$ cat src/rtl/core/quad_shape_validator_assert.svh
// assertion macros for the quad shape validator
`ifndef QUAD_SHAPE_VALIDATOR_ASSERT_SVH
`define QUAD_SHAPE_VALIDATOR_ASSERT_SVH

`ifndef SYNTHESIS
`define QSV_ASSERT_IMP(lbl, clk, rstn, ante, cons) \
	lbl: assert property (@(posedge clk) disable iff (!rstn) (ante) |-> (cons)) \
		else $error("qsv: same-cycle check failed");
`define QSV_ASSERT_NXT(lbl, clk, rstn, ante, cons) \
	lbl: assert property (@(posedge clk) disable iff (!rstn) (ante) |=> (cons)) \
		else $error("qsv: next-cycle check failed");
`else
`define QSV_ASSERT_IMP(lbl, clk, rstn, ante, cons)
`define QSV_ASSERT_NXT(lbl, clk, rstn, ante, cons)
`endif

`endif

$ cat src/rtl/core/qsv_pkg.sv
`timescale 1ns / 1ps
package qsv_pkg;

	localparam int COORD_WIDTH_DEF = 16;

	localparam int PADDR_W = 4;
	localparam int PDATA_W = 32;
	localparam int MIN_W   = 12;
	localparam int DEV_W   = 17;
	localparam int K2_W    = 32;

	localparam logic [1:0] REG_MIN_SIDE  = 2'd0;
	localparam logic [1:0] REG_SIDE_DEV  = 2'd1;
	localparam logic [1:0] REG_DIAG_DEV  = 2'd2;

	localparam logic [MIN_W-1:0] MIN_SIDE_RST = 12'd0;
	localparam logic [DEV_W-1:0] DEV_RST      = 17'd6554;
	localparam logic [DEV_W-1:0] DEV_ONE      = 17'h10000;

	typedef struct packed {
		logic            pass_all;
		logic            fail_all;
		logic [K2_W-1:0] k2;
	} qsv_limit_t;

	// (1 - limit)^2 in Q0.32, with the two ends of the range as flags
	function automatic qsv_limit_t limit_of(input logic [DEV_W-1:0] dev);
		qsv_limit_t      r;
		logic [DEV_W-1:0] kf;
		logic [15:0]     k;
		kf = DEV_ONE - dev;
		k = kf[15:0];
		r.pass_all = dev > DEV_ONE;
		r.fail_all = dev == '0;
		r.k2 = K2_W'(k) * K2_W'(k);
		return r;
	endfunction

endpackage

$ cat src/rtl/core/qsv_pair_check.sv
`timescale 1ns / 1ps
module qsv_pair_check #(
	parameter int COORD_WIDTH = qsv_pkg::COORD_WIDTH_DEF
) (
	input  logic                   clk,
	input  logic                   en,
	input  logic [2*COORD_WIDTH:0] a,
	input  logic [2*COORD_WIDTH:0] b,
	input  qsv_pkg::qsv_limit_t    lim,
	output logic                   ok
);
	import qsv_pkg::*;

	localparam int GW  = 2 * COORD_WIDTH + 1;
	localparam int GPW = (GW > K2_W) ? GW : K2_W + 1;
	localparam int HW  = GPW - K2_W;
	localparam int RW  = GPW + K2_W;

	logic [GPW-1:0]       s_s4, g_s4, s_s5;
	logic                 gz_s4, gz_s5;
	logic [2*K2_W-1:0]    plo_s5;
	logic [HW+K2_W-1:0]   phi_s5;
	logic                 ok_s6;
	logic [RW-1:0]        lhs, rhs;
	logic                 a_le_b;

	assign a_le_b = a <= b;

	always_ff @(posedge clk) begin
		if (en) begin
			s_s4   <= GPW'(a_le_b ? a : b);
			g_s4   <= GPW'(a_le_b ? b : a);
			gz_s4  <= (a_le_b ? b : a) == '0;
			// g * k2 split into two partial products
			plo_s5 <= (2*K2_W)'(g_s4[K2_W-1:0]) * (2*K2_W)'(lim.k2);
			phi_s5 <= (HW+K2_W)'(g_s4[GPW-1:K2_W]) * (HW+K2_W)'(lim.k2);
			s_s5   <= s_s4;
			gz_s5  <= gz_s4;
			ok_s6  <= !gz_s5 && (lim.pass_all || (!lim.fail_all && lhs > rhs));
		end
	end

	assign lhs = {s_s5, {K2_W{1'b0}}};
	assign rhs = {phi_s5, {K2_W{1'b0}}} + RW'(plo_s5);
	assign ok  = ok_s6;
endmodule

$ cat config.mk
export PLATFORM = sky130hd
export DESIGN_NAME = qsv_pair_check
export DESIGN_NICKNAME = d
export VERILOG_FILES = /design/src/rtl/core/quad_shape_validator_assert.svh /design/src/rtl/core/qsv_pkg.sv /design/src/rtl/core/qsv_pair_check.sv
export SDC_FILE = /design/constraint.sdc
export NUM_CORES = 2
export LEC_CHECK = 0
export ABC_AREA = 1
export CAP_MARGIN = 10
export CORE_ASPECT_RATIO = 1.4
export CORE_MARGIN = 1
export CORE_UTILIZATION = 55
export CTS_BUF_LIST = sky130_fd_sc_hd__clkbuf_8
export CTS_CLUSTER_SIZE = 40
export DETAILED_ROUTE_END_ITERATION = 8
export DONT_BUFFER_PORTS = 1
export PLACE_DENSITY = 0.7
export REMOVE_ABC_BUFFERS = 1
export SLEW_MARGIN = 25
export SYNTH_ARGS = -nofsm -noshare
export SYNTH_HDL_FRONTEND = slang
export SYNTH_SLANG_ARGS = --single-unit
$ cat constraint.sdc
create_clock -name clk -period 14.38 [get_ports clk]
set_input_delay 0.719 -clock clk [delete_from_list [all_inputs] [get_ports clk]]
set_output_delay 0.719 -clock clk [all_outputs]
set_load 0.01 [all_outputs]
==> results.yml <==
outcome:
  outcome: "finished clean"
clock_network:
  cts_tree: "yes"
  clk_pin_slew_ns: 0.11
  clockBufferDepth: 2
  worstSkewPairLatency_ns: 0.51
  root_buffer: "clkbuf_8"
  cts_inserted_buffers: 17
  h-tree-depth: 4
  postCtsSetupRepairBufs: 0
  ctsHoldBuffers: 0
  cts_resized: 0
  clock_sinks: 198
flow_run:
  drv_cap: 0
sta:
  period_share_pct: 55.6
  slew_viol_final: 0
  fmax_ghz: 0.125
  finClkSkew_ns: 0.0217
  final.setup.tns_ns: 0
  slew_headroom_pct: 30.0
  rsz0062_at_grt: "false"
  hold_viol_final: 0
  worst_pin_slew_ns: 1.05
  setup-violations-final: 0
  period_needed_ns: 7.99
die:
  die_area_mm2: 0.0828
  dieWidth_um: 244
  placeableCoreArea_mm2: 0.0806
  start_util_pct: 55.7
  rows: 123
  die_h_um: 340
  ios: 103
logic_synthesis:
  synth_flop_cell: "edfxtp_1"
  netlist_instances: 5447
  yosysMostFrequentCell: "inv_1"
  synth_area_mm2: 0.0449
  synth_common_cells: "inv_1, nand2_1, fa_1"
  synth_area_leaders: "fa_1, inv_1, edfxtp_1"
  yosysTopAreaCell: "fa_1"
  async_flop_share_pct: 0
  synth_area_per_cell_um2: 8.25
  ys_seq_area_share_pct: 13.2
  ys_seq_elements: 198
  synth_warnings: 0
  synth-edff-count: 198
  synth.distinct_cells: 46
  synth_top_area_share_pct: 40.0
critical_path:
  required_ns: 14.62
  r2r_start: "g_s4[22]$_DFFE_PP_"
  cp_common_cell: "fa_1"
  cp.arrival_ns: 8.23
  cp-endpoint: "plo_s5[53]$_DFFE_PP_"
  r2r_end: "plo_s5[53]$_DFFE_PP_"
  path_class: "reg -> reg"
  critPathMaxFanout: 26
  startpoint: "g_s4[22]$_DFFE_PP_"
  slowest_delay_ns: 0.72
  cp_slowest_cell: "edfxtp_1"
  endpoint_kind: "flop"
  cp-start-kind: "flop"
  r2r_slack_ns: 6.39
  cp_cell_sequence: "buf_4 > nand2_1 > inv_1 > fa_1 > fa_1 > inv_1 > fa_1 > fa_1 > inv_1 > fa_1 > fa_1 > fa_1 > inv_1 > fa_1 > inv_1 > ha_1 > nand2_1 > nor2_1 > inv_1 > nor4_1 > nand3_1 > nand3_1 > a21oi_1 > xnor2_1"
  worst_r2r_path_depth: 24
global_route:
  grtUsageTotal_pct: 29.7
  antenna_found_initial: 7
  grt_start_max_net_pins: 199
  grt_pass1_vias: 36800
  grt_pass1_wl_mm: 191
  grt_overflow: 0
min_path:
  hold_class: "in -> reg"
layout:
  area_growth_pct: 2.38
  fin_nets: 6617
  drive_above_1_share_pct: 1.67
route:
  vias: 33400
  dr.pass1.iters: 6
  post_drt_via_cell_ratio: 5.28
  drc: 0
  wl_met1_mm: 43.3
  ant_nets: 0
  wl_met3_mm: 5.51
  drt_iter0_markers: 2175
  wl_met2_mm: 64.2
  routed.top_layer: "met4"
  avgRoutedWirePerCell_um: 18.4
  drt-total-wl_mm: 117
placed_design:
  place.gp.congestion: 0.975
  dp_hpwl_mm: 94.1
  io_buffers: 0
[worst min path at each step]
stage / from / end / slack [ns] / cells after the start
final: en / s_s5[20]$_DFFE_PP_ / 0.33 / 0
after global routing: en / s_s4[20]$_DFFE_PP_ / 0.31 / 0
after CTS: en / s_s4[20]$_DFFE_PP_ / 0.30 / 0
after detailed placement: s_s4[27]$_DFFE_PP_ / s_s5[27]$_DFFE_PP_ / 0.40 / 0
after global placement: gz_s4$_DFFE_PP_ / gz_s5$_DFFE_PP_ / 0.40 / 0
after floorplan: gz_s4$_DFFE_PP_ / gz_s5$_DFFE_PP_ / 0.40 / 0
[layout by cell type, fill, tap and decap left out, types with 42 or more instances in the layout]
| master | n |
|---|---|
| o21ai_0 | 97 |
| nor2_1 | 161 |
| a21oi_1 | 149 |
| nand3_1 | 61 |
| nand2_1 | 1382 |
| inv_1 | 1605 |
| ha_1 | 361 |
| fa_1 | 897 |
| xor2_1 | 49 |
| edfxtp_1 | 198 |
| xnor2_1 | 42 |
[stage by stage]
stage | instances | cell area, um2 | hold slack [ns] | worst slack, ns | utilization, %
final | 6333 | 46000 | 0.328 | 6.39 | 57.0
after global routing | 6333 | 46000 | 0.309 | 6.10 | 57.0
after CTS | 6332 | 46000 | 0.305 | 6.39 | 57.0
after detailed placement | 6300 | 45500 | 0.405 | 6.43 | 56.5
after global placement | 6299 | 45500 | 0.402 | 6.31 | 56.4
after floorplan | 5205 | 44000 | 0.400 | 7.66 | -
[area by class of cell]
class                      count  area [um2]
antenna                        1        2.50
clock buffer                  17         234
clock inverter                15         218
fill                        7453       34700
inverter                    1604        6020
multi-input combinational   3403       32000
sequential                   198        5950
tap                         1062        1330
timing repair buffer          33         255
[worst max-delay path, delay by kind of cell, from the launching register on]
kind,cells,cell delay [ns]
DFF,1,0.72
buffers and inverters,7,0.97
AOI/OAI and AO/OA,1,0.14
and+or+nand+nor,6,1.27
xor gates and xnor gates,1,0.17
adders and majority gates,9,4.45
[kinds of logic (layout without fill, tap and decap cells)]
kind of cell | count (synthesis) | after routing | synth area share [%]
AO/OA/AOI/OAI | 360 | 360 | 4.48
XOR/XNOR | 91 | 91 | 1.77
adder cells (fa/ha/maj) | 1258 | 1258 | 50.0
buffers and inverters | 1846 | 1669 | 15.6
flip-flops | 198 | 198 | 13.2
other | 0 | 1 | 0
AND/OR/NAND/NOR | 1694 | 1694 | 14.9
[routing by layer]
metal / GRT usage, % / vias up
met4: 9.60 / 0
li1: - / 15300
met1: 34.7 / 17000
met3: 2.57 / 230
met5: 0 / -
met2: 56.6 / 908
[registers in the layout (all words and copies together) (netlist names)]
| register | cells |
|---|---|
| ok | 1 |
| phi_s5 | 32 |
| s_s4 | 33 |
| s_s5 | 33 |
| g_s4 | 33 |
| gz_s5 | 1 |
| plo_s5 | 64 |
| gz_s4 | 1 |
Power is left out: the tool's default activity adds up to more than one toggle a clock period on the data nets, which glitch-free logic cannot reach.
