--- config.mk ---
export PLATFORM = sky130hd
export DESIGN_NAME = qsv_sq_len
export DESIGN_NICKNAME = d
export VERILOG_FILES = /design/src/rtl/core/quad_shape_validator_assert.svh /design/src/rtl/core/qsv_pkg.sv /design/src/rtl/core/qsv_sq_len.sv
export SDC_FILE = /design/constraint.sdc
export NUM_CORES = 1
export LEC_CHECK = 0
export ABC_AREA = 1
export ABC_CLOCK_PERIOD_IN_PS = 8350
export BUFFER_PORTS_ARGS = -buffer_cell sky130_fd_sc_hd__buf_2
export CAP_MARGIN = 10
export CORE_UTILIZATION = 45
export CTS_CLUSTER_DIAMETER = 40
export DETAILED_ROUTE_END_ITERATION = 8
export SLEW_MARGIN = 20
export SYNTH_ARGS = -nofsm -noshare
export SYNTH_HDL_FRONTEND = slang
export SYNTH_SLANG_ARGS = --single-unit
--- constraint.sdc ---
create_clock -name clk -period 8.35 [get_ports clk]
set_clock_uncertainty 0.2 [all_clocks]
set_input_delay 0.835 -clock clk [delete_from_list [all_inputs] [get_ports clk]]
set_output_delay 0.835 -clock clk [all_outputs]
set_load 0.01 [all_outputs]
--- src/rtl/core/quad_shape_validator_assert.svh ---
// assertion macros for the quad shape validator
`ifndef QUAD_SHAPE_VALIDATOR_ASSERT_SVH
`define QUAD_SHAPE_VALIDATOR_ASSERT_SVH

`ifndef SYNTHESIS
`define QSV_ASSERT_IMP(lbl, clk, rstn, ante, cons) \
	lbl: assert property (@(posedge clk) disable iff (!rstn) (ante) |-> (cons)) \
		else $error("qsv: same-cycle check failed");
`define QSV_ASSERT_NXT(lbl, clk, rstn, ante, cons) \
	lbl: assert property (@(posedge clk) disable iff (!rstn) (ante) |=> (cons)) \
		else $error("qsv: next-cycle check failed");
`else
`define QSV_ASSERT_IMP(lbl, clk, rstn, ante, cons)
`define QSV_ASSERT_NXT(lbl, clk, rstn, ante, cons)
`endif

`endif

--- src/rtl/core/qsv_pkg.sv ---
`timescale 1ns / 1ps
package qsv_pkg;

	localparam int COORD_WIDTH_DEF = 16;

	localparam int PADDR_W = 4;
	localparam int PDATA_W = 32;
	localparam int MIN_W   = 12;
	localparam int DEV_W   = 17;
	localparam int K2_W    = 32;

	localparam logic [1:0] REG_MIN_SIDE  = 2'd0;
	localparam logic [1:0] REG_SIDE_DEV  = 2'd1;
	localparam logic [1:0] REG_DIAG_DEV  = 2'd2;

	localparam logic [MIN_W-1:0] MIN_SIDE_RST = 12'd0;
	localparam logic [DEV_W-1:0] DEV_RST      = 17'd6554;
	localparam logic [DEV_W-1:0] DEV_ONE      = 17'h10000;

	typedef struct packed {
		logic            pass_all;
		logic            fail_all;
		logic [K2_W-1:0] k2;
	} qsv_limit_t;

	// (1 - limit)^2 in Q0.32, with the two ends of the range as flags
	function automatic qsv_limit_t limit_of(input logic [DEV_W-1:0] dev);
		qsv_limit_t      r;
		logic [DEV_W-1:0] kf;
		logic [15:0]     k;
		kf = DEV_ONE - dev;
		k = kf[15:0];
		r.pass_all = dev > DEV_ONE;
		r.fail_all = dev == '0;
		r.k2 = K2_W'(k) * K2_W'(k);
		return r;
	endfunction

endpackage

--- src/rtl/core/qsv_sq_len.sv ---
`timescale 1ns / 1ps
module qsv_sq_len #(
	parameter int COORD_WIDTH = qsv_pkg::COORD_WIDTH_DEF
) (
	input  logic                          clk,
	input  logic                          en,
	input  logic signed [COORD_WIDTH-1:0] ax,
	input  logic signed [COORD_WIDTH-1:0] ay,
	input  logic signed [COORD_WIDTH-1:0] bx,
	input  logic signed [COORD_WIDTH-1:0] by,
	output logic [2*COORD_WIDTH:0]        sq
);
	localparam int CW = COORD_WIDTH;

	logic signed [CW:0] ddx, ddy;
	logic [CW:0]        mx, my;
	logic [CW-1:0]      dx_s1, dy_s1;
	logic [2*CW-1:0]    sqx_s2, sqy_s2;
	logic [2*CW:0]      sq_s3;

	// differences never reach 2^CW in magnitude, so CW bits hold them
	assign ddx = {ax[CW-1], ax} - {bx[CW-1], bx};
	assign ddy = {ay[CW-1], ay} - {by[CW-1], by};
	assign mx  = ddx[CW] ? unsigned'(-ddx) : unsigned'(ddx);
	assign my  = ddy[CW] ? unsigned'(-ddy) : unsigned'(ddy);

	always_ff @(posedge clk) begin
		if (en) begin
			dx_s1  <= mx[CW-1:0];
			dy_s1  <= my[CW-1:0];
			sqx_s2 <= (2*CW)'(dx_s1) * (2*CW)'(dx_s1);
			sqy_s2 <= (2*CW)'(dy_s1) * (2*CW)'(dy_s1);
			sq_s3  <= {1'b0, sqx_s2} + {1'b0, sqy_s2};
		end
	end

	assign sq = sq_s3;
endmodule

==> flow_summary.rst, run 1 <==
.. list-table::
   :header-rows: 1

   * - Metric
     - Value
   * - Run status
     - finished, final reports clean
   * - Cell taking the most area after synthesis
     - sky130_fd_sc_hd__fa_1
   * - TritonCTS clock tree
     - yes
   * - Max-slew violation count
     - 0
   * - Hold Buf Count CTS
     - 0
   * - Initial core utilization
     - 0.456
   * - Flops & latches, synth
     - 127
   * - Max FO, Critical Path
     - 19
   * - Die area
     - 52900 um2
   * - Distinct cell type count of the synthesized netlist
     - 39
   * - Sequential-to-total area share from yosys stat
     - 0.163
   * - Maximum number of buffers from clock root to sink
     - 2
   * - Area occupied by multi-input gates
     - 16400 um2
   * - Startpoint-to-endpoint class of the critical path
     - reg2reg
   * - Antenna violations before repair
     - 0
   * - Number of warning messages in the yosys log
     - 0
   * - Clk Latency, worst-skew pair
     - 0.44 ns
   * - Startpoint kind of the worst setup timing path
     - flop
   * - Post-synth EDFFs
     - 127
   * - Data arrival time of the critical path
     - 6.20 ns
   * - Summed negative setup slack over all endpoints
     - 0 ns
   * - Share of cells above drive strength 1
     - 0.0598
   * - Fill cells
     - 5114
   * - Final-report hold violation count
     - 0
   * - Post-place setup slack
     - 2.16 ns
   * - Leftover overflow at the end of global routing
     - 0
   * - Final antenna-violating net count
     - 0
   * - Cell at the root of the clock tree
     - sky130_fd_sc_hd__clkbuf_16
   * - Gate count after technology mapping
     - 2924
   * - Fraction of synthesized cell area taken by the top area cell type
     - 0.279
   * - Top cells by area, synth
     - sky130_fd_sc_hd__fa_1, sky130_fd_sc_hd__edfxtp_1, sky130_fd_sc_hd__ha_1
   * - Max Cap Viol
     - 0
   * - Number of endpoints failing setup at the final stage
     - 0
   * - Relative slew slack
     - 0.403
   * - Sequential cell area
     - 3810 um2
   * - Number of iterations in the first detailed-routing pass
     - 9
   * - Number of nets in the finished design
     - 3636
   * - Crit. End Element
     - flop
   * - Die X-Extent
     - 230 um
   * - Path type of the worst min-delay path
     - reg2reg
   * - Worst slew pin tran
     - 0.896 ns
   * - Post-CTS clock slew at the launch and capture registers of the worst setup and hold paths
     - 0.06 ns
   * - Highest attainable clock frequency
     - 161 MHz
   * - Ratio of final minimum period to clock period
     - 0.744
   * - GRT Total Usage
     - 0.210
   * - Num rows
     - 83
   * - Via count normalized by instance count
     - 4.93
   * - Wire length of the first global-routing pass
     - 90.3 mm
   * - I/O Buffers
     - 98
   * - Post-Syn Area per Cell
     - 8.00 um2
   * - Total Wirelength
     - 52.7 mm
   * - Largest net degree at the start of global routing
     - 69
   * - Boundary pin count
     - 99
   * - Half-perimeter wire length after placement
     - 45.2 mm
   * - Final critical-path setup slack
     - 2.14 ns
   * - Data required, critical path
     - 8.34 ns
   * - Post-synthesis instance area
     - 23400 um2
   * - Num CTS Buffers
     - 17
   * - Async set or reset register ratio after synthesis
     - 0
   * - First-iteration detailed-routing DRC count
     - 798
   * - Number of global-route vias before repair
     - 19000
   * - Number of antenna diodes
     - 0
   * - Core region area
     - 51300 um2
   * - Unrepaired setup endpoints after global routing
     - no
   * - Placer Congestion
     - 0.916
   * - Post-CTS repair timing setup buffer count
     - 0
   * - Synth cell count leaders
     - sky130_fd_sc_hd__inv_1, sky130_fd_sc_hd__nand2_1, sky130_fd_sc_hd__fa_1
   * - Number of instances resized during post-cts repair
     - 0
   * - Number of clock sinks
     - 127
   * - Most frequent cell after synthesis
     - sky130_fd_sc_hd__inv_1
   * - Via count of the routed design
     - 18100
   * - Time the final worst path needs with I/O delays and setup
     - 6.21 ns
   * - Layout Area Growth over Synthesis
     - 7.13%
   * - Die height
     - 230 um
   * - Average wire per cell in the routed design
     - 14.4 um
   * - Count of H-tree levels built during CTS
     - 4
   * - Most used flip-flop cell after synthesis
     - sky130_fd_sc_hd__edfxtp_1
   * - Net count after synthesis
     - 3581
   * - Remaining routing DRC violations
     - 0
## placed cells by master, fill, tap and decap left out, drive strengths merged, types with 8 or more instances in the layout
| master | synthesis | final |
|---|---|---|
| edfxtp | 127 | 127 |
| clkbuf | 61 | 18 |
| fa | 326 | 326 |
| buf | 2 | 99 |
| nand4 | 25 | 25 |
| xor2 | 78 | 78 |
| a21oi | 140 | 140 |
| clkinv | 0 | 8 |
| inv | 774 | 777 |
| ha | 265 | 265 |
| nand2 | 687 | 687 |
| nand3 | 100 | 100 |
| a21o | 13 | 13 |
| o21ai | 74 | 74 |
| nor3 | 23 | 23 |
| nor2 | 140 | 140 |
| xnor2 | 42 | 42 |
## layer usage
metal	routed length (um)	GRT usage
met1	24500	0.279
met2	25700	0.369
met4	650	0.0435
met5	0	0
met3	1880	0.0222
## cell families (layout without fill, tap and decap cells)
family	Yosys count	in the layout	synth area share
buffers and inverters	837	905	0.135
adders and majority gates	591	591	0.420
xor gates and xnor gates	120	120	0.0449
AOI/OAI and AO/OA	257	257	0.0605
and+or+nand+nor	992	992	0.176
DFF	127	127	0.163
## critical path, cell delays in order, from the launching register on
cell and delay (ns):
sky130_fd_sc_hd__edfxtp_1 0.92, sky130_fd_sc_hd__nand2_1 0.22, sky130_fd_sc_hd__fa_1 0.57, sky130_fd_sc_hd__inv_1 0.05, sky130_fd_sc_hd__fa_1 0.53, sky130_fd_sc_hd__inv_1 0.05
sky130_fd_sc_hd__fa_1 0.37, sky130_fd_sc_hd__inv_1 0.08, sky130_fd_sc_hd__fa_1 0.44, sky130_fd_sc_hd__fa_1 0.54, sky130_fd_sc_hd__inv_1 0.05, sky130_fd_sc_hd__fa_1 0.47
sky130_fd_sc_hd__inv_1 0.04, sky130_fd_sc_hd__ha_1 0.34, sky130_fd_sc_hd__nand2_1 0.14, sky130_fd_sc_hd__nor3_1 0.30, sky130_fd_sc_hd__nand3_1 0.14, sky130_fd_sc_hd__nand3_1 0.21
sky130_fd_sc_hd__nand3_1 0.12, sky130_fd_sc_hd__nand2_1 0.09, sky130_fd_sc_hd__xor2_1 0.06
## sequential cells by signal, indices dropped and copies added (netlist names)
signal	cells
dy_s1	16
sqy_s2	31
sqx_s2	31
dx_s1	16
sq	33
## worst paths after layout
path,from,end,slack (ns),cells after the start
min,sqy_s2[0],sq[0],0.35,1
max reg2reg,dx_s1[1],sqx_s2[28],2.14,20
max,dx_s1[1],sqx_s2[28],2.14,20
min reg2reg,sqy_s2[0],sq[0],0.35,1
## stage by stage
step	hold WS (ns)	util	std cells	cell area [um2]
final	0.352	0.489	3672	25100
after global routing	0.383	0.489	3672	25100
after CTS	0.360	0.489	3672	25100
after detailed placement	0.345	0.478	3640	24500
after global placement	0.332	0.478	3640	24500
after floorplan	0.224	-	2924	23400
## area by class of cell
type	count	area share
Multi-Input combinational cell	1960	0.655
Clock buffer	18	0.0171
Timing Repair Buffer	99	0.0200
Clock inverter	14	0.00559
Inverter	774	0.116
Sequential cell	127	0.152
Tap cell	680	0.0339
Power of run 1 is not shown: default switching activity piles up to over one toggle a cycle in this logic, so the estimate is an artifact.
==> run 2, diff against run 1 <==
--- a/config.mk
+++ b/config.mk
@@ -5,8 +5,8 @@
 export SDC_FILE = /design/constraint.sdc
 export NUM_CORES = 1
 export LEC_CHECK = 0
-export ABC_AREA = 1
-export ABC_CLOCK_PERIOD_IN_PS = 8350
+export ABC_AREA = 0
+export ABC_CLOCK_PERIOD_IN_PS = 5300
 export BUFFER_PORTS_ARGS = -buffer_cell sky130_fd_sc_hd__buf_2
 export CAP_MARGIN = 10
 export CORE_UTILIZATION = 45
==> constraint.sdc (replaced) <==
create_clock -name clk -period 5.3 [get_ports clk]
set_clock_uncertainty 0.2 [all_clocks]
set_input_delay 0.53 -clock clk [delete_from_list [all_inputs] [get_ports clk]]
set_output_delay 0.53 -clock clk [all_outputs]
set_load 0.01 [all_outputs]
==> flow_summary.rst, run 2 <==
.. list-table::
   :header-rows: 1

   * - Metric
     - Value
   * - Average wire per cell in the routed design
     - 14.3 um
   * - Largest net degree at the start of global routing
     - 57
   * - Worst reg2reg path endpoint
     - sqy_s2[25]
   * - R2r worst-path depth
     - 23
   * - Gate count after technology mapping
     - 2309
   * - Layout Area Growth over Synthesis
     - 25.1%
   * - Final antenna-violating net count
     - 0
   * - Final critical-path setup slack
     - -1.24 ns
   * - Post-Syn Area per Cell
     - 9.50 um2
   * - Most frequent cell after synthesis
     - sky130_fd_sc_hd__inv_1
   * - Max-slew violation count
     - 0
   * - Maximum number of buffers from clock root to sink
     - 2
   * - GRT Total Usage
     - 0.204
   * - Number of clock sinks
     - 127
   * - Remaining routing DRC violations
     - 0
   * - Cell taking the most area after synthesis
     - sky130_fd_sc_hd__fa_1
   * - Number of global-route vias before repair
     - 17700
   * - Count of H-tree levels built during CTS
     - 4
   * - Fraction of synthesized cell area taken by the top area cell type
     - 0.297
   * - Via count of the routed design
     - 16900
   * - Total Wirelength
     - 48.0 mm
   * - Async set or reset register ratio after synthesis
     - 0
   * - Number of antenna diodes
     - 0
   * - Worst slew pin tran
     - 0.769 ns
   * - Path type of the worst min-delay path
     - in2reg
   * - Startpoint-to-endpoint class of the critical path
     - reg2reg
   * - Run status
     - finished, violations left
   * - Max Cap Viol
     - 0
   * - Most common library cell in the layout ignoring fill and taps
     - sky130_fd_sc_hd__inv_1
   * - Share of cells above drive strength 1
     - 0.246
   * - Hold Crit Endpoint
     - dx_s1[0]
   * - Net count after synthesis
     - 2966
   * - Post-synth EDFFs
     - 127
   * - Via count normalized by instance count
     - 5.02
   * - Die X-Extent
     - 223 um
   * - Max FO, Critical Path
     - 6
   * - Half-perimeter wire length after placement
     - 39.9 mm
   * - Startpoint kind of the worst setup timing path
     - flop
   * - Highest attainable clock frequency
     - 153 MHz
   * - Wire length of the first global-routing pass
     - 82.3 mm
   * - Fill cells
     - 4199
   * - Clk Latency, worst-skew pair
     - 0.45 ns
   * - Beginning of the worst register-to-register path
     - dy_s1[10]
   * - Slack of the worst reg-to-reg path
     - -1.24 ns
   * - Most used flip-flop cell after synthesis
     - sky130_fd_sc_hd__edfxtp_1
   * - Unrepaired setup endpoints after global routing
     - yes
   * - Final-report hold violation count
     - 0
   * - Data required, critical path
     - 5.29 ns
   * - Post-layout utilization of the core
     - 0.572
   * - Number of nets in the finished design
     - 3397
   * - Antenna violations before repair
     - 0
   * - Post-synthesis instance area
     - 21900 um2
   * - Max reg flops
     - 33
   * - Initial core utilization
     - 0.458
   * - Leftover overflow at the end of global routing
     - 0
   * - Die height
     - 223 um
   * - Number of endpoints failing setup at the final stage
     - 41
   * - Die area
     - 49700 um2
   * - Post-CTS clock slew at the launch and capture registers of the worst setup and hold paths
     - 0.07 ns
   * - I/O Buffers
     - 98
   * - Synth cell count leaders
     - sky130_fd_sc_hd__inv_1, sky130_fd_sc_hd__fa_1, sky130_fd_sc_hd__ha_1
   * - First-iteration detailed-routing DRC count
     - 667
   * - Area occupied by multi-input gates
     - 16700 um2
   * - Number of iterations in the first detailed-routing pass
     - 7
   * - Num CTS Buffers
     - 17
   * - Flops & latches, synth
     - 127
   * - Core region area
     - 47900 um2
   * - TritonCTS clock tree
     - yes
   * - Cell at the root of the clock tree
     - sky130_fd_sc_hd__clkbuf_16
   * - Relative slew slack
     - 0.487
   * - Failing checks
     - setup timing
   * - Boundary pin count
     - 99
   * - Data arrival time of the critical path
     - 6.53 ns
   * - Placer Congestion
     - 0.859
   * - Distinct cell type count of the synthesized netlist
     - 82
   * - Number of warning messages in the yosys log
     - 0
   * - Crit. End Element
     - flop
   * - Num rows
     - 80
   * - Sequential cell area
     - 3810 um2
   * - Time the final worst path needs with I/O delays and setup
     - 6.54 ns
   * - Top cells by area, synth
     - sky130_fd_sc_hd__fa_1, sky130_fd_sc_hd__edfxtp_1, sky130_fd_sc_hd__ha_1
   * - Sequential-to-total area share from yosys stat
     - 0.174
   * - Hold_sp
     - bx[0]
   * - Most used cells in the layout excluding fill and tap cells
     - sky130_fd_sc_hd__inv_1, sky130_fd_sc_hd__fa_1, sky130_fd_sc_hd__buf_4
   * - Ratio of final minimum period to clock period
     - 1.23
   * - Min-Delay Path Depth
     - 3
run 2: cell types whose count changed after synthesis, sizes merged, moves of 35 or more:
cell | before | now
nand2 | 687 | 184
inv | 774 | 564
xor2 | 78 | 43
nand3 | 100 | 21
and2 | 5 | 85
xnor2 | 42 | 88
a21oi | 140 | 80
run 2: routing by layer:
metal	part of all wire	vias up	track usage	wire length, um
met5	0	-	0	0
met4	0.011	0	0.0434	543
met3	0.030	43	0.0237	1430
met2	0.50	226	0.352	23800
met1	0.46	8420	0.275	22300
li1	-	8223	-	-
run 2: through the flow:
stage | setup TNS (ns) | hold slack, ns | instance area, um2 | cells | setup WS [ns]
global placement | -27.09 | 0.355 | 25500 | 3268 | -1.27
CTS | -27.59 | 0.301 | 26900 | 3342 | -1.29
detailed placement | -28.95 | 0.359 | 25500 | 3268 | -1.38
floorplan | -14.78 | 0.239 | 22400 | 2309 | -1.11
finish | -29.71 | 0.326 | 27400 | 3368 | -1.24
global route | -39.58 | 0.346 | 27400 | 3368 | -1.49
run 2: repair_timing:
| action | CTS | global route |
|---|---|---|
| hold buffers | 0 | 0 |
| pin swaps | 73 | 77 |
| setup endpoints to repair | 42 | 43 |
| buffers inserted | 44 | 32 |
| gates resized for setup | 112 | 81 |
| gates cloned | 0 | 0 |
run 2: area by class of cell:
cell class / instances / share of cell area
multi-input combinational: 1573 / 0.608
sequential: 127 / 0.139
timing repair buffer: 457 / 0.125
inverter: 564 / 0.0771
tap: 615 / 0.0280
clock buffer: 19 / 0.0158
clock inverter: 13 / 0.00679
run 2: worst max-delay path: stages (launching register included):
cell	delay, ns
sky130_fd_sc_hd__edfxtp_1	0.50
sky130_fd_sc_hd__and2_4	0.20
sky130_fd_sc_hd__fa_1	0.49
sky130_fd_sc_hd__inv_2	0.04
sky130_fd_sc_hd__fa_1	0.53
sky130_fd_sc_hd__inv_1	0.05
sky130_fd_sc_hd__fa_1	0.49
sky130_fd_sc_hd__inv_1	0.05
sky130_fd_sc_hd__fa_1	0.54
sky130_fd_sc_hd__inv_2	0.04
sky130_fd_sc_hd__fa_1	0.47
sky130_fd_sc_hd__inv_1	0.05
sky130_fd_sc_hd__fa_1	0.49
sky130_fd_sc_hd__inv_2	0.05
sky130_fd_sc_hd__ha_4	0.21
sky130_fd_sc_hd__and3_4	0.14
sky130_fd_sc_hd__a221o_1	0.32
sky130_fd_sc_hd__a21oi_2	0.21
sky130_fd_sc_hd__a31oi_4	0.13
sky130_fd_sc_hd__o31a_1	0.29
sky130_fd_sc_hd__o21a_1	0.20
sky130_fd_sc_hd__a311o_1	0.29
sky130_fd_sc_hd__o31ai_2	0.21
sky130_fd_sc_hd__xnor2_1	0.09
run 2: cell families (layout without fill, tap and decap cells):
group | after synthesis | after routing | synth area share
flops | 127 | 127 | 0.174
compound gates | 306 | 306 | 0.0973
simple gates | 536 | 536 | 0.119
xor+xnor | 131 | 131 | 0.0523
fa+ha+maj | 591 | 591 | 0.449
buf+inv | 609 | 1053 | 0.104
mux | 9 | 9 | 0.00445
run 2: how the worst max path moves through the flow:
stage / depth (start not counted) / to / startpoint / slack (ns)
after CTS: 24 / sqy_s2[25] / dy_s1[3] / -1.29
after floorplan: 25 / sqy_s2[25] / dy_s1[3] / -1.11
after global routing: 23 / sqy_s2[25] / dy_s1[10] / -1.49
final: 23 / sqy_s2[25] / dy_s1[10] / -1.24
after global placement: 24 / sqy_s2[25] / dy_s1[3] / -1.27
after detailed placement: 21 / sqy_s2[25] / dy_s1[3] / -1.38
Power of run 2 is left out for the same reason.
==> run 3, diff against run 2 <==
--- a/config.mk
+++ b/config.mk
@@ -9,6 +9,7 @@
 export ABC_CLOCK_PERIOD_IN_PS = 5300
 export BUFFER_PORTS_ARGS = -buffer_cell sky130_fd_sc_hd__buf_2
 export CAP_MARGIN = 10
+export CORE_ASPECT_RATIO = 1.4
 export CORE_UTILIZATION = 45
 export CTS_CLUSTER_DIAMETER = 40
 export DETAILED_ROUTE_END_ITERATION = 8
==> flow_summary.rst, run 3 (synthesis gave the netlist of run 2 again) <==
.. list-table::
   :header-rows: 1

   * - Metric
     - Value
   * - Run status
     - finished, violations left
   * - Failing checks
     - setup timing
   * - Post-CTS clock slew at the launch and capture registers of the worst setup and hold paths
     - 0.07 ns
   * - Initial core utilization
     - 0.457
   * - Largest net degree at the start of global routing
     - 68
   * - Count of H-tree levels built during CTS
     - 4
   * - Number of clock sinks
     - 127
   * - Most common library cell in the layout ignoring fill and taps
     - sky130_fd_sc_hd__inv_1
   * - Data arrival time of the critical path
     - 6.52 ns
   * - Die height
     - 263 um
   * - Maximum number of buffers from clock root to sink
     - 2
   * - Highest attainable clock frequency
     - 153 MHz
   * - Max reg flops
     - 33
   * - Crit. End Element
     - flop
   * - Final antenna-violating net count
     - 0
   * - Num rows
     - 95
   * - Max FO, Critical Path
     - 4
   * - Num CTS Buffers
     - 17
   * - Final critical-path setup slack
     - -1.22 ns
   * - Library cell appearing most often on the critical path
     - sky130_fd_sc_hd__fa_1
   * - Most used cells in the layout excluding fill and tap cells
     - sky130_fd_sc_hd__inv_1, sky130_fd_sc_hd__fa_1, sky130_fd_sc_hd__buf_4
   * - Layout Area Growth over Synthesis
     - 23.6%
   * - Relative slew slack
     - 0.396
   * - Crit path max-delay cell type
     - sky130_fd_sc_hd__fa_1
   * - Area occupied by multi-input gates
     - 16700 um2
   * - Highest routed metal layer
     - met4
   * - Via count of the routed design
     - 16900
   * - I/O Buffers
     - 98
   * - Share of cells above drive strength 1
     - 0.240
   * - Placer Congestion
     - 0.854
   * - Via count normalized by instance count
     - 5.03
   * - Number of endpoints failing setup at the final stage
     - 40
   * - Number of nets in the finished design
     - 3376
   * - Routed length on met2
     - 26.8 mm
   * - Metal3 WL
     - 1.35 mm
   * - Length of routed wiring on met1
     - 19.3 mm
   * - Post-place setup slack
     - -1.34 ns
   * - Ratio of final minimum period to clock period
     - 1.23
   * - Number of iterations in the first detailed-routing pass
     - 5
   * - Half-perimeter wire length after placement
     - 41.6 mm
   * - Ordered list of cells on the worst path
     - and2_4 > fa_1 > inv_2 > fa_1 > inv_2 > fa_2 > fa_2 > fa_1 > inv_1 > fa_1 > inv_2 > ha_4 > a21o_1 > a221o_1 > a21oi_2 > a31oi_4 > o31a_1 > o21a_1 > a311o_1 > o31ai_2 > xnor2_1
   * - Wire length of the first global-routing pass
     - 83.7 mm
   * - Maximum single-stage delay on the critical path
     - 0.55 ns
   * - Boundary pin count
     - 99
   * - GRT Total Usage
     - 0.209
   * - Area of all placed cells without fillers
     - 27100 um2
   * - Antenna violations before repair
     - 0
   * - Startpoint-to-endpoint class of the critical path
     - reg2reg
   * - Post-layout utilization of the core
     - 0.565
   * - Final-report hold violation count
     - 0
   * - Max Cap Viol
     - 0
   * - Data required, critical path
     - 5.30 ns
   * - Number of global-route vias before repair
     - 18400
   * - Clk Latency, worst-skew pair
     - 0.45 ns
   * - Sequential cell area
     - 3810 um2
   * - Average wire per cell in the routed design
     - 14.4 um
   * - Max-slew violation count
     - 0
   * - Startpoint kind of the worst setup timing path
     - flop
   * - Fill cells
     - 4257
   * - Worst slew pin tran
     - 0.906 ns
   * - Unrepaired setup endpoints after global routing
     - yes
   * - First-iteration detailed-routing DRC count
     - 741
   * - Die area
     - 49700 um2
   * - Path type of the worst min-delay path
     - in2reg
   * - Remaining routing DRC violations
     - 0
   * - Cell area reported after detailed placement
     - 25600 um2
   * - Cell at the root of the clock tree
     - sky130_fd_sc_hd__clkbuf_16
   * - Core region area
     - 48000 um2
   * - Hold Buf Count CTS
     - 0
   * - TritonCTS clock tree
     - yes
   * - Die X-Extent
     - 189 um
   * - Leftover overflow at the end of global routing
     - 0
   * - Time the final worst path needs with I/O delays and setup
     - 6.52 ns
   * - Number of antenna diodes
     - 0
   * - Total Wirelength
     - 48.5 mm
## run 3: changes by cell type in the layout (fill, tap and decap cells not counted), sizes merged
cell and change:
buf -21, clkinv -2, bufinv -4, clkbuf -2, clkinvlp +2, inv +6
## run 3: worst max-delay path, delay by kind of cell, from the launching register on
family,cells,cell delay [ns]
simple gates,1,0.22
compound gates,8,1.86
fa+ha+maj,7,3.24
xor+xnor,1,0.09
buf+inv,4,0.18
flops,1,0.48
## run 3: path summary, 6_finish.rpt
path / startpoint / to / slack, ns / cells after the start
worst max-delay path: dy_s1[3] / sqy_s2[25] / -1.22 / 21
worst min-delay path: bx[0] / dx_s1[0] / 0.34 / 3
worst max register to register: dy_s1[3] / sqy_s2[25] / -1.22 / 21
worst min register to register: sqx_s2[2] / sq[2] / 0.35 / 1
## run 3: area by class of cell
class / count / area share
Clock buffer: 17 / 0.0157
Clock inverter: 15 / 0.00461
Inverter: 564 / 0.0780
Multi-Input combinational cell: 1573 / 0.615
Sequential cell: 127 / 0.141
Tap cell: 630 / 0.0291
Timing Repair Buffer: 436 / 0.117
## run 3: repair_timing
item	in CTS	in global routing
resized for setup	131	39
pin swaps	85	57
gates cloned	0	0
setup buffers	38	13
endpoints found under the setup margin	42	43
## run 3: per-layer routing
metal  up-vias  GRT usage
met2       257      0.401
met5         -          0
met4         0     0.0650
met1      8422      0.240
met3        64     0.0204
li1       8182          -
## run 3: through the flow
stage / setup TNS [ns] / cells / hold slack [ns]
global route: -34.05 / 3362 / 0.357
detailed placement: -29.37 / 3293 / 0.340
CTS: -26.85 / 3358 / 0.324
global placement: -27.10 / 3293 / 0.343
finish: -25.77 / 3362 / 0.336
floorplan: -14.78 / 2309 / 0.239
Power of run 3 is left out for the same reason.
